## src/design/flsd_pkg.sv

```systemverilog
// Shared types and constants for the frame level segment detector.
package flsd_pkg;

    localparam int unsigned TIME_BITS = 24;
    localparam int unsigned HOUR_BITS = 13;
    localparam int unsigned MS_BITS   = 6;
    localparam int unsigned CFG_IDX_BITS  = 2;
    localparam int unsigned CFG_DATA_BITS = 16;

    localparam logic [CFG_IDX_BITS-1:0] REG_THRESHOLD  = 2'd0;
    localparam logic [CFG_IDX_BITS-1:0] REG_MODE_ABOVE = 2'd1;
    localparam logic [CFG_IDX_BITS-1:0] REG_MERGE_GAP  = 2'd2;

    localparam logic [15:0] THRESHOLD_RESET = 16'd1280;
    localparam logic [7:0]  MERGE_GAP_RESET = 8'd5;

    // s / 3600 == (s * HOUR_RECIP) >> HOUR_SHIFT, exact for 24-bit s
    localparam logic [23:0] HOUR_RECIP = 24'd9544372;
    localparam int unsigned HOUR_SHIFT = 35;
    localparam logic [23:0] SECS_PER_HOUR = 24'd3600;
    // r / 60 == (r * MIN_RECIP) >> MIN_SHIFT, exact for r < 3600
    localparam logic [11:0] MIN_RECIP = 12'd2185;
    localparam int unsigned MIN_SHIFT = 17;
    localparam logic [11:0] SECS_PER_MIN = 12'd60;

    localparam int unsigned Q_DEPTH = 8;
    localparam int unsigned Q_ADDR_BITS = $clog2(Q_DEPTH);
    localparam int unsigned Q_CNT_BITS  = $clog2(Q_DEPTH + 1);

    typedef struct packed {
        logic [TIME_BITS-1:0] frame_time_sec;
        logic [15:0]          mean_power;
        logic                 last_frame;
        logic [TIME_BITS-1:0] stream_end_sec;
    } in_t;

    typedef struct packed {
        logic [HOUR_BITS-1:0] start_hours;
        logic [MS_BITS-1:0]   start_minutes;
        logic [MS_BITS-1:0]   start_seconds;
        logic [HOUR_BITS-1:0] end_hours;
        logic [MS_BITS-1:0]   end_minutes;
        logic [MS_BITS-1:0]   end_seconds;
        logic                 run_last;
    } out_t;

    typedef struct packed {
        logic [TIME_BITS-1:0] start_sec;
        logic [TIME_BITS-1:0] end_sec;
        logic                 run_last;
    } period_t;

    typedef struct packed {
        logic [TIME_BITS-1:0]   secs;
        logic [2*TIME_BITS-1:0] prod;
    } conv1_t;

    typedef struct packed {
        logic [HOUR_BITS-1:0] hours;
        logic [11:0]          rem;
    } conv2_t;

    typedef struct packed {
        logic [HOUR_BITS-1:0] hours;
        logic [11:0]          rem;
        logic [23:0]          mprod;
    } conv3_t;

endpackage

```

## src/design/frame_level_segment_detector_unit.sv

```systemverilog
// Frame level segment detector: cluster tracking, period queue, h/m/s split.
//
// Path: input register, cluster step into the period queue, c1, c2, c3, output register.
// Throughput: one input item per cycle while the queue holds at most 5 periods; results
// leave at one per cycle unless out_ready holds them, through an 8-entry period queue.
// Reset: asynchronous, active low; clears cluster state, queue and pipeline
// and loads threshold 1280, mode below, merge gap 5.
module frame_level_segment_detector_unit (
    input  logic                                 clk,
    input  logic                                 rst_n,
    input  logic                                 cfg_write,
    input  logic [flsd_pkg::CFG_IDX_BITS-1:0]    cfg_index,
    input  logic [flsd_pkg::CFG_DATA_BITS-1:0]   cfg_data,
    input  logic                                 in_valid,
    output logic                                 in_ready,
    input  flsd_pkg::in_t                        in_data,
    output logic                                 out_valid,
    input  logic                                 out_ready,
    output flsd_pkg::out_t                       out_data
);
    import flsd_pkg::*;

    logic [15:0] threshold_reg;
    logic        mode_above_reg;
    logic [7:0]  merge_gap_reg;

    logic                 have_previous_reg, have_previous_next;
    logic [TIME_BITS-1:0] previous_first_reg, previous_first_next;
    logic [TIME_BITS-1:0] current_first_reg, current_first_next;
    logic [TIME_BITS-1:0] current_last_reg, current_last_next;

    logic in_valid_reg;
    in_t  in_data_reg;
    logic room;
    logic step_fire;

    period_t              q_reg [Q_DEPTH];
    logic [Q_ADDR_BITS-1:0] head_reg, tail_reg;
    logic [Q_CNT_BITS-1:0]  count_reg;
    logic                 q_pop;

    period_t        cand [3];
    logic [2:0]     emit;
    logic [1:0]     slot [3];
    logic [1:0]     n_emit;

    logic   en;
    logic   v1_reg, v2_reg, v3_reg, v4_reg;
    conv1_t c1_reg [2];
    conv2_t c2_reg [2];
    conv3_t c3_reg [2];
    logic   l1_reg, l2_reg, l3_reg;
    out_t   out_reg;

    // ---------------- configuration ----------------
    always_ff @(posedge clk or negedge rst_n)
    begin
        if (!rst_n)
        begin
            threshold_reg  <= THRESHOLD_RESET;
            mode_above_reg <= 1'b0;
            merge_gap_reg  <= MERGE_GAP_RESET;
        end
        else if (cfg_write)
        begin
            unique case (cfg_index)
                REG_THRESHOLD:  threshold_reg  <= cfg_data;
                REG_MODE_ABOVE: mode_above_reg <= cfg_data[0];
                REG_MERGE_GAP:  merge_gap_reg  <= cfg_data[7:0];
                default: ;
            endcase
        end
    end

    // ---------------- input register ----------------
    assign room      = (count_reg <= Q_CNT_BITS'(Q_DEPTH - 3));
    assign step_fire = in_valid_reg && room;
    assign in_ready  = !in_valid_reg || step_fire;

    always_ff @(posedge clk or negedge rst_n)
    begin
        if (!rst_n)
            in_valid_reg <= 1'b0;
        else if (in_ready)
            in_valid_reg <= in_valid;
    end

    always_ff @(posedge clk)
    begin
        if (in_ready && in_valid)
            in_data_reg <= in_data;
    end

    // ---------------- cluster step ----------------
    always_comb
    begin
        logic                 marked;
        logic [TIME_BITS-1:0] t, e, gap_a, gap_b;
        logic                 hp_a;
        logic [TIME_BITS-1:0] pf_a, cf_a, cl_a;
        logic                 hp_b;
        logic [TIME_BITS-1:0] pf_b, cl_b;

        t = in_data_reg.frame_time_sec;
        e = in_data_reg.stream_end_sec;
        marked = mode_above_reg ? (in_data_reg.mean_power > threshold_reg)
                                : (in_data_reg.mean_power < threshold_reg);

        emit = 3'b000;
        for (int k = 0; k < 3; k++)
            cand[k] = '0;

        // marked frame time
        hp_a = have_previous_reg;
        pf_a = previous_first_reg;
        cf_a = current_first_reg;
        cl_a = current_last_reg;
        gap_a = (t >= current_last_reg) ? (t - current_last_reg) : (current_last_reg - t);
        if (marked)
        begin
            if (gap_a <= TIME_BITS'(merge_gap_reg))
                cl_a = t;
            else
            begin
                emit[0] = have_previous_reg;
                cand[0].start_sec = previous_first_reg;
                cand[0].end_sec   = current_last_reg;
                hp_a = 1'b1;
                pf_a = current_first_reg;
                cf_a = t;
                cl_a = t;
            end
        end

        // stream end time, then final close
        hp_b = hp_a;
        pf_b = pf_a;
        cl_b = cl_a;
        gap_b = (e >= cl_a) ? (e - cl_a) : (cl_a - e);
        if (gap_b <= TIME_BITS'(merge_gap_reg))
            cl_b = e;
        else
        begin
            emit[1] = in_data_reg.last_frame && hp_a;
            cand[1].start_sec = pf_a;
            cand[1].end_sec   = cl_a;
            hp_b = 1'b1;
            pf_b = cf_a;
            cl_b = e;
        end
        emit[2] = in_data_reg.last_frame && hp_b;
        cand[2].start_sec = pf_b;
        cand[2].end_sec   = cl_b;

        cand[0].run_last = !emit[1] && !emit[2];
        cand[1].run_last = !emit[2];
        cand[2].run_last = 1'b1;

        slot[0] = 2'd0;
        slot[1] = {1'b0, emit[0]};
        slot[2] = {1'b0, emit[0]} + {1'b0, emit[1]};
        n_emit  = slot[2] + {1'b0, emit[2]};

        if (in_data_reg.last_frame)
        begin
            have_previous_next  = 1'b0;
            previous_first_next = '0;
            current_first_next  = '0;
            current_last_next   = '0;
        end
        else
        begin
            have_previous_next  = hp_a;
            previous_first_next = pf_a;
            current_first_next  = cf_a;
            current_last_next   = cl_a;
        end
    end

    always_ff @(posedge clk or negedge rst_n)
    begin
        if (!rst_n)
        begin
            have_previous_reg  <= 1'b0;
            previous_first_reg <= '0;
            current_first_reg  <= '0;
            current_last_reg   <= '0;
        end
        else if (step_fire)
        begin
            have_previous_reg  <= have_previous_next;
            previous_first_reg <= previous_first_next;
            current_first_reg  <= current_first_next;
            current_last_reg   <= current_last_next;
        end
    end

    // ---------------- period queue ----------------
    assign en    = !v4_reg || out_ready;
    assign q_pop = en && (count_reg != '0);

    always_ff @(posedge clk)
    begin
        if (step_fire)
        begin
            for (int k = 0; k < 3; k++)
            begin
                if (emit[k])
                    q_reg[tail_reg + Q_ADDR_BITS'(slot[k])] <= cand[k];
            end
        end
    end

    always_ff @(posedge clk or negedge rst_n)
    begin
        if (!rst_n)
        begin
            head_reg  <= '0;
            tail_reg  <= '0;
            count_reg <= '0;
        end
        else
        begin
            if (step_fire)
                tail_reg <= tail_reg + Q_ADDR_BITS'(n_emit);
            if (q_pop)
                head_reg <= head_reg + Q_ADDR_BITS'(1);
            count_reg <= count_reg + (step_fire ? Q_CNT_BITS'(n_emit) : '0)
                         - Q_CNT_BITS'(q_pop);
        end
    end

    // ---------------- h/m/s split pipeline ----------------
    always_ff @(posedge clk or negedge rst_n)
    begin
        if (!rst_n)
        begin
            v1_reg <= 1'b0;
            v2_reg <= 1'b0;
            v3_reg <= 1'b0;
            v4_reg <= 1'b0;
        end
        else if (en)
        begin
            v1_reg <= q_pop;
            v2_reg <= v1_reg;
            v3_reg <= v2_reg;
            v4_reg <= v3_reg;
        end
    end

    always_ff @(posedge clk)
    begin
        logic [TIME_BITS-1:0] s_in [2];
        logic [TIME_BITS-1:0] h_full;
        logic [HOUR_BITS-1:0] h;
        logic [MS_BITS-1:0]   m [2];
        logic [11:0]          sec [2];

        s_in[0] = q_reg[head_reg].start_sec;
        s_in[1] = q_reg[head_reg].end_sec;
        for (int k = 0; k < 2; k++)
        begin
            m[k]   = c3_reg[k].mprod[MIN_SHIFT +: MS_BITS];
            sec[k] = c3_reg[k].rem - 12'(m[k] * SECS_PER_MIN);
        end
        if (en)
        begin
            for (int k = 0; k < 2; k++)
            begin
                c1_reg[k].secs <= s_in[k];
                c1_reg[k].prod <= {{TIME_BITS{1'b0}}, s_in[k]}
                                  * {{TIME_BITS{1'b0}}, HOUR_RECIP};
                h_full = TIME_BITS'(c1_reg[k].prod >> HOUR_SHIFT);
                h = h_full[HOUR_BITS-1:0];
                c2_reg[k].hours <= h;
                c2_reg[k].rem   <= 12'(c1_reg[k].secs - TIME_BITS'(h_full * SECS_PER_HOUR));
                c3_reg[k].hours <= c2_reg[k].hours;
                c3_reg[k].rem   <= c2_reg[k].rem;
                c3_reg[k].mprod <= {12'd0, c2_reg[k].rem} * {12'd0, MIN_RECIP};
            end
            l1_reg <= q_reg[head_reg].run_last;
            l2_reg <= l1_reg;
            l3_reg <= l2_reg;
            out_reg.start_hours   <= c3_reg[0].hours;
            out_reg.start_minutes <= m[0];
            out_reg.start_seconds <= sec[0][MS_BITS-1:0];
            out_reg.end_hours     <= c3_reg[1].hours;
            out_reg.end_minutes   <= m[1];
            out_reg.end_seconds   <= sec[1][MS_BITS-1:0];
            out_reg.run_last      <= l3_reg;
        end
    end

    assign out_valid = v4_reg;
    assign out_data  = out_reg;

    // ---------------- assertions ----------------
    a_count_bound: assert property (@(posedge clk) disable iff (!rst_n)
        count_reg <= Q_CNT_BITS'(Q_DEPTH))
        else $error("period queue overflow");

    a_pop_nonempty: assert property (@(posedge clk) disable iff (!rst_n)
        q_pop |-> count_reg != '0)
        else $error("pop from empty period queue");

    a_step_room: assert property (@(posedge clk) disable iff (!rst_n)
        step_fire |-> count_reg <= Q_CNT_BITS'(Q_DEPTH - 3))
        else $error("step without queue room");

    a_stream_clear: assert property (@(posedge clk) disable iff (!rst_n)
        step_fire && in_data_reg.last_frame |=>
            !have_previous_reg && current_last_reg == '0 && current_first_reg == '0)
        else $error("cluster state not cleared after stream end");

    a_hms_range: assert property (@(posedge clk) disable iff (!rst_n)
        out_valid |-> out_data.start_minutes < 6'd60 && out_data.start_seconds < 6'd60
                   && out_data.end_minutes < 6'd60 && out_data.end_seconds < 6'd60)
        else $error("minutes or seconds out of range");

endmodule

```

## config.mk

```make
export PLATFORM = sky130hd
export DESIGN_NAME = frame_level_segment_detector_unit
export DESIGN_NICKNAME = d
export VERILOG_FILES = /design/src/design/flsd_pkg.sv /design/src/design/frame_level_segment_detector_unit.sv
export SDC_FILE = /design/constraint.sdc
export NUM_CORES = 2
export LEC_CHECK = 0
export BUFFER_PORTS_ARGS = -buffer_cell sky130_fd_sc_hd__buf_2
export CAP_MARGIN = 40
export CORE_ASPECT_RATIO = 2
export CORE_MARGIN = 2
export CORE_UTILIZATION = 56
export CTS_CLUSTER_DIAMETER = 60
export DETAILED_ROUTE_END_ITERATION = 6
export GPL_ROUTABILITY_DRIVEN = 0
export PLACE_DENSITY_LB_ADDON = 0.15
export SYNTH_ARGS = -nofsm -noshare
export SYNTH_HDL_FRONTEND = slang
export SYNTH_SLANG_ARGS = --single-unit
```

## constraint.sdc

```tcl
create_clock -name clk -period 17.9 [get_ports clk]
set_input_delay 3.58 -clock clk [delete_from_list [all_inputs] [get_ports clk]]
set_output_delay 3.58 -clock clk [all_outputs]
set_load 0.01 [all_outputs]
```

**After elaboration in Yosys (flattened, before gate mapping)**

Memories as Yosys holds them, arrays and structs flattened.
Cells that the tools add are included.

- Flip-flop bits (word level): 232
- Latch bits: 0
- Memory bits (writable): 680
- Memory bits (read-only): 0
- Input port bits: 88
- Output and inout port bits: 53
- Logic and storage cells: 117
- Memories kept: 4

- Add/subtract/negate cells: 16
- Multipliers: 8
- Div/mod/pow operators: 0
- Magnitude comparators: 7
- Equal/unequal tests: 2
- Shifts and indexed selects: 0
- Mux-type cells: 34
- Bitwise gates (word level): 0
- Reductions and logical operators: 17

Memory list:

| name | words | width | read ports | clocked after memory_dff | wr ports | RTL line | text |
|---|---|---|---|---|---|---|---|
| q_reg | 8 | 49 | 1 | 0 | 3 | frame_level_segment_detector_unit.sv:37 | `period_t q_reg [Q_DEPTH];` |
| c1_reg | 2 | 70 | 2 | 0 | 2 | frame_level_segment_detector_unit.sv:49 | `conv1_t c1_reg [2];` |
| c3_reg | 2 | 49 | 2 | 0 | 2 | frame_level_segment_detector_unit.sv:51 | `conv3_t c3_reg [2];` |
| c2_reg | 2 | 25 | 2 | 0 | 2 | frame_level_segment_detector_unit.sv:50 | `conv2_t c2_reg [2];` |

Operator list:

| cell | count |
|---|---|
| 24-bit two-way mux | 11 |
| 48-bit two-way mux | 3 |
| 24-bit subtractor | 4 |
| 24-bit by 22-bit multiplier with 46-bit output, second input constant | 2 |
| 24-bit greater-or-equal comparator | 2 |
| 24-bit by 8-bit <= comparator with 1-bit output | 2 |
| 12-bit by 12-bit multiplier with 24-bit output, second input constant | 2 |
| 13-bit by 8-bit multiplier with 8-bit output, second input constant | 2 |
| 12-bit subtractor | 2 |
| 1-bit two-way mux | 19 |
| 16-bit > comparator | 1 |
| 16-bit less-than comparator | 1 |
| 6-bit by 4-bit multiplier with 4-bit output, second input constant | 2 |
| 6-bit subtractor | 2 |
| 3-bit by 2-bit adder with 3-bit output | 2 |
| 1-bit logical AND | 6 |
| 2-bit AND reduction | 3 |
| 4-bit by 2-bit adder with 4-bit output | 1 |
| 4-bit by 3-bit <= comparator with 1-bit output, second input constant | 1 |
| 1-bit zero test | 4 |
| 4-bit nonzero test | 1 |
| 4-bit by 1-bit subtractor with 4-bit output | 1 |
| 3-bit by 1-bit adder with 3-bit output | 1 |
| 3-bit by 1-bit adder with 3-bit output, second input constant | 1 |
| 7 further kinds | 8 |

**Logic depth before layout (Yosys ltp)**

- Depth in word-level cells: 12
- Depth in mapped cells: 49
- Depth with buffers taken out: 41

**Worst setup path before layout**

OpenSTA, ideal clock, no wires.

- Path kind: reg2reg
- From: reg threshold_reg[1]
- To: mem q_reg[7][10] in the netlist's numbering, enable pin
- Data arrival time: 10.486 ns
- Path slack: 6.947 ns
- Stages on the path, launching flop included: 45
- Buffers on the path: 5
- Cells stage by stage: dfrtp_1 -> inv_1 -> ha_1 -> nor2b_1 -> o21a_1 -> o21a_1 -> o21a_1 -> o21a_1 -> o21a_1 -> o311ai_0 -> o31ai_1 -> clkbuf_1 -> clkbuf_1 -> nand2_1 -> o21ai_0 -> ha_1 -> fa_1 -> nand2b_1 -> [... 9 more ...] -> ha_1 -> a21oi_1 -> o21ai_0 -> o22ai_1 -> o31a_1 -> nand4_1 -> nor4_1 -> and4_1 -> nand2_1 -> clkbuf_1 -> nor3b_1 -> ha_1 -> ha_1 -> inv_1 -> fa_1 -> xnor2_1 -> nand2b_1 -> o211ai_1

RTL lines:

| element | RTL line | text |
|---|---|---|
| from (decl) | frame_level_segment_detector_unit.sv:23 | `logic [15:0] threshold_reg;` |
| from (signal assigned) | frame_level_segment_detector_unit.sv:67 | `REG_THRESHOLD: threshold_reg <= cfg_data;` |
| to (decl) | frame_level_segment_detector_unit.sv:37 |  |

==> impl_metrics.csv <==
group,metric,value,unit
drt,drc,2,
grt,grt_first_pass_wirelength,278800,microns
floorplan,num_rows,173,
cells_and_area,register_area,22610,sq um
synthesis,ys_ff_latch,774,
synthesis,async_reset_ff_share,14.60,%
drt,drt_pass1_iterations,7,
floorplan,coreArea,110800,sq um
cells_and_area,largest_register_ffs,392,
timing,worst_clock_skew,0.07213,ns
critical_path,path_max_fanout,51,
cts,clkTransAtPathRegs,0.07,ns
cts,post_cts_resized,0,
floorplan,initial_core_util,56.28,%
cells_and_area,layout_common_cells,"765 x ha_1, 670 x inv_1, 653 x edfxtp_1",
grt,grt_usage,33.24,%
drt,dr_total_vias,44202,
drt,wl,186100,microns
drt,wl_per_cell,26.93,microns
critical_path,arrival,12.00,ns
timing,finalHoldViolations,0,
timing,min_period_over_period,64.45,%
floorplan,die_area,114200,sq um
floorplan,io_pins,141,
synthesis,synth_cells,5325,
timing,rsz0062_at_grt,"false",
critical_path,slowest_stage,"buf_4",
place,port_buffers,140,
critical_path,cp_slowest_stage_delay,0.67,ns
critical_path,crit_type,"register to register",
cells_and_area,multi_input_area,36290,sq um
cells_and_area,final_common_cell,"ha_1",
synthesis,yosysTopAreaCell,"edfxtp_1",
run,cap_violations,0,
critical_path,cp-start-kind,"register",
synthesis,yosys_warnings,0,
place,dp_hpwl,132100,microns
timing,fin_setup_tns,0,ns
place,place_area,65170,sq um
synthesis,ys_top_cells_by_area,"edfxtp_1 31%, ha_1 15%, fa_1 11%",
synthesis,synthDominantCellAreaShare,31.44,%
cts,root_buffer,"clkbuf_16",
grt,grt_pass1_vias,46767,
timing,fmax,86.68,MHz
timing,slew-limit-headroom,36.83,%
synthesis,syn-num-nets,6508,
synthesis,synth_top_flop_cell,"edfxtp_1",
timing,finalCriticalPeriod,11.54,ns
cells_and_area,fillers,9038,
timing,setup_viol,0,
synthesis,post_synth.cell_area_avg,11.71,sq um
floorplan,fp.dieW,240.0,microns
cts,h-tree-depth,3,
critical_path,cp-end-kind,"register",
cts,clkSinkCount,774,
cts,post_cts_buffers,0,
timing,maxSlewViolCount,0,
cells_and_area,design_area,67880,sq um
cts,clockBufferDepth,3,
floorplan,die_h,476.0,microns
cts,clkLatencyLatePin,0.74,ns
timing,whs,0.4144,ns
grt,antenna_found_initial,4,
synthesis,syn_area,62370,sq um
synthesis,synth_cell_type_count,90,
worst_hold_path,hp-class,"register to register",
cells_and_area,drive_above_1_share,13.94,%
drt,postRouteAntennaNets,0,
critical_path,crit_buf_inv,5,
timing,worstMarginPinSlew,0.9456,ns
status,outcome,"finished with violations",
drt,viasPerCell,6.395,
critical_path,crit_required,18.36,ns
synthesis,synth_edf_count,653,
cts,cts-hold-fix-buffers,0,
drt,drt_iter0_drc,3404,
synthesis,synth.yosys.seq_area_share,36.24,%
grt,grt_start_max_net_pins,131,
cells_and_area,fin_nets,6545,
cells_and_area,syn2layout_area_growth,8.839,%
cts,cts_made_buffers,76,
status,violations,"design-rule violations",
critical_path,path_delay_family,"simple AND/OR/NAND/NOR gates",
cts,cts_tree,"done",
grt,grt-ovfl-total,0,
[cells in the mapped netlist, drive strengths merged, types with 44 or more instances]
cell type    n
nor3        44
a2bb2oi     98
nor2        91
o2bb2ai     97
xnor2       64
o21ai      268
nand2      336
inv        671
dfrtp      109
ha         765
buf        111
mux2i      240
mux2       341
a21oi      164
clkbuf     162
fa         330
edfxtp     653
a21o        86
a22oi       54
mux4        99
[logic make-up after synthesis]
| logic type | count (synthesis) | synth area share (%) |
|---|---|---|
| fa+ha+maj | 1095 | 25.94 |
| simple gates | 699 | 5.324 |
| compound gates | 1033 | 11.57 |
| buf+inv | 944 | 5.944 |
| xor+xnor | 100 | 1.404 |
| flops | 774 | 36.24 |
| mux | 680 | 13.58 |
[worst paths after layout]
check | start | endpoint | slack [ns] | cells past startpoint
max reg2reg | threshold_reg[1] | q_reg[2][24] | 6.36 | 41
min in group asynchronous | rst_n | current_first_reg[9] | 2.76 | 1
min reg2reg | l3_reg | out_data[0] | 0.41 | 0
min | l3_reg | out_data[0] | 0.41 | 0
max in group asynchronous | rst_n | current_last_reg[14] | 13.61 | 3
max | threshold_reg[1] | q_reg[2][24] | 6.36 | 41
[area by class of cell]
cell class                      count  area share (%)
Antenna cell                        1        0.003686
Clock buffer                       88           2.958
Clock inverter                     52           1.014
Inverter                          671           3.721
Multi-Input combinational cell   3607           53.46
Sequential cell                   774           33.31
Tap cell                         1487           2.741
Timing Repair Buffer              232           2.794
[layer usage]
layer / vias to the layer above / share of wire, % / track usage [%]
li1: 19454 / - / -
met1: 21884 / 32 / 33.80
met2: 2054 / 51 / 59.54
met3: 806 / 6.8 / 5.611
met4: 4 / 9.6 / 26.74
met5: - / 0.0091 / 0
[per-stage QoR]
step | utilization [%] | setup WS [ns] | std cells
after floorplan | - | 6.947 | 5325
after global placement | 58.16 | 5.913 | 6740
after detailed placement | 58.80 | 6.608 | 6769
after CTS | 61.23 | 6.548 | 6909
after global routing | 61.25 | 5.685 | 6912
final | 61.25 | 6.363 | 6912
Power is left out: the tool's default activity adds up to more than one toggle a clock period on the data nets, which glitch-free logic cannot reach.
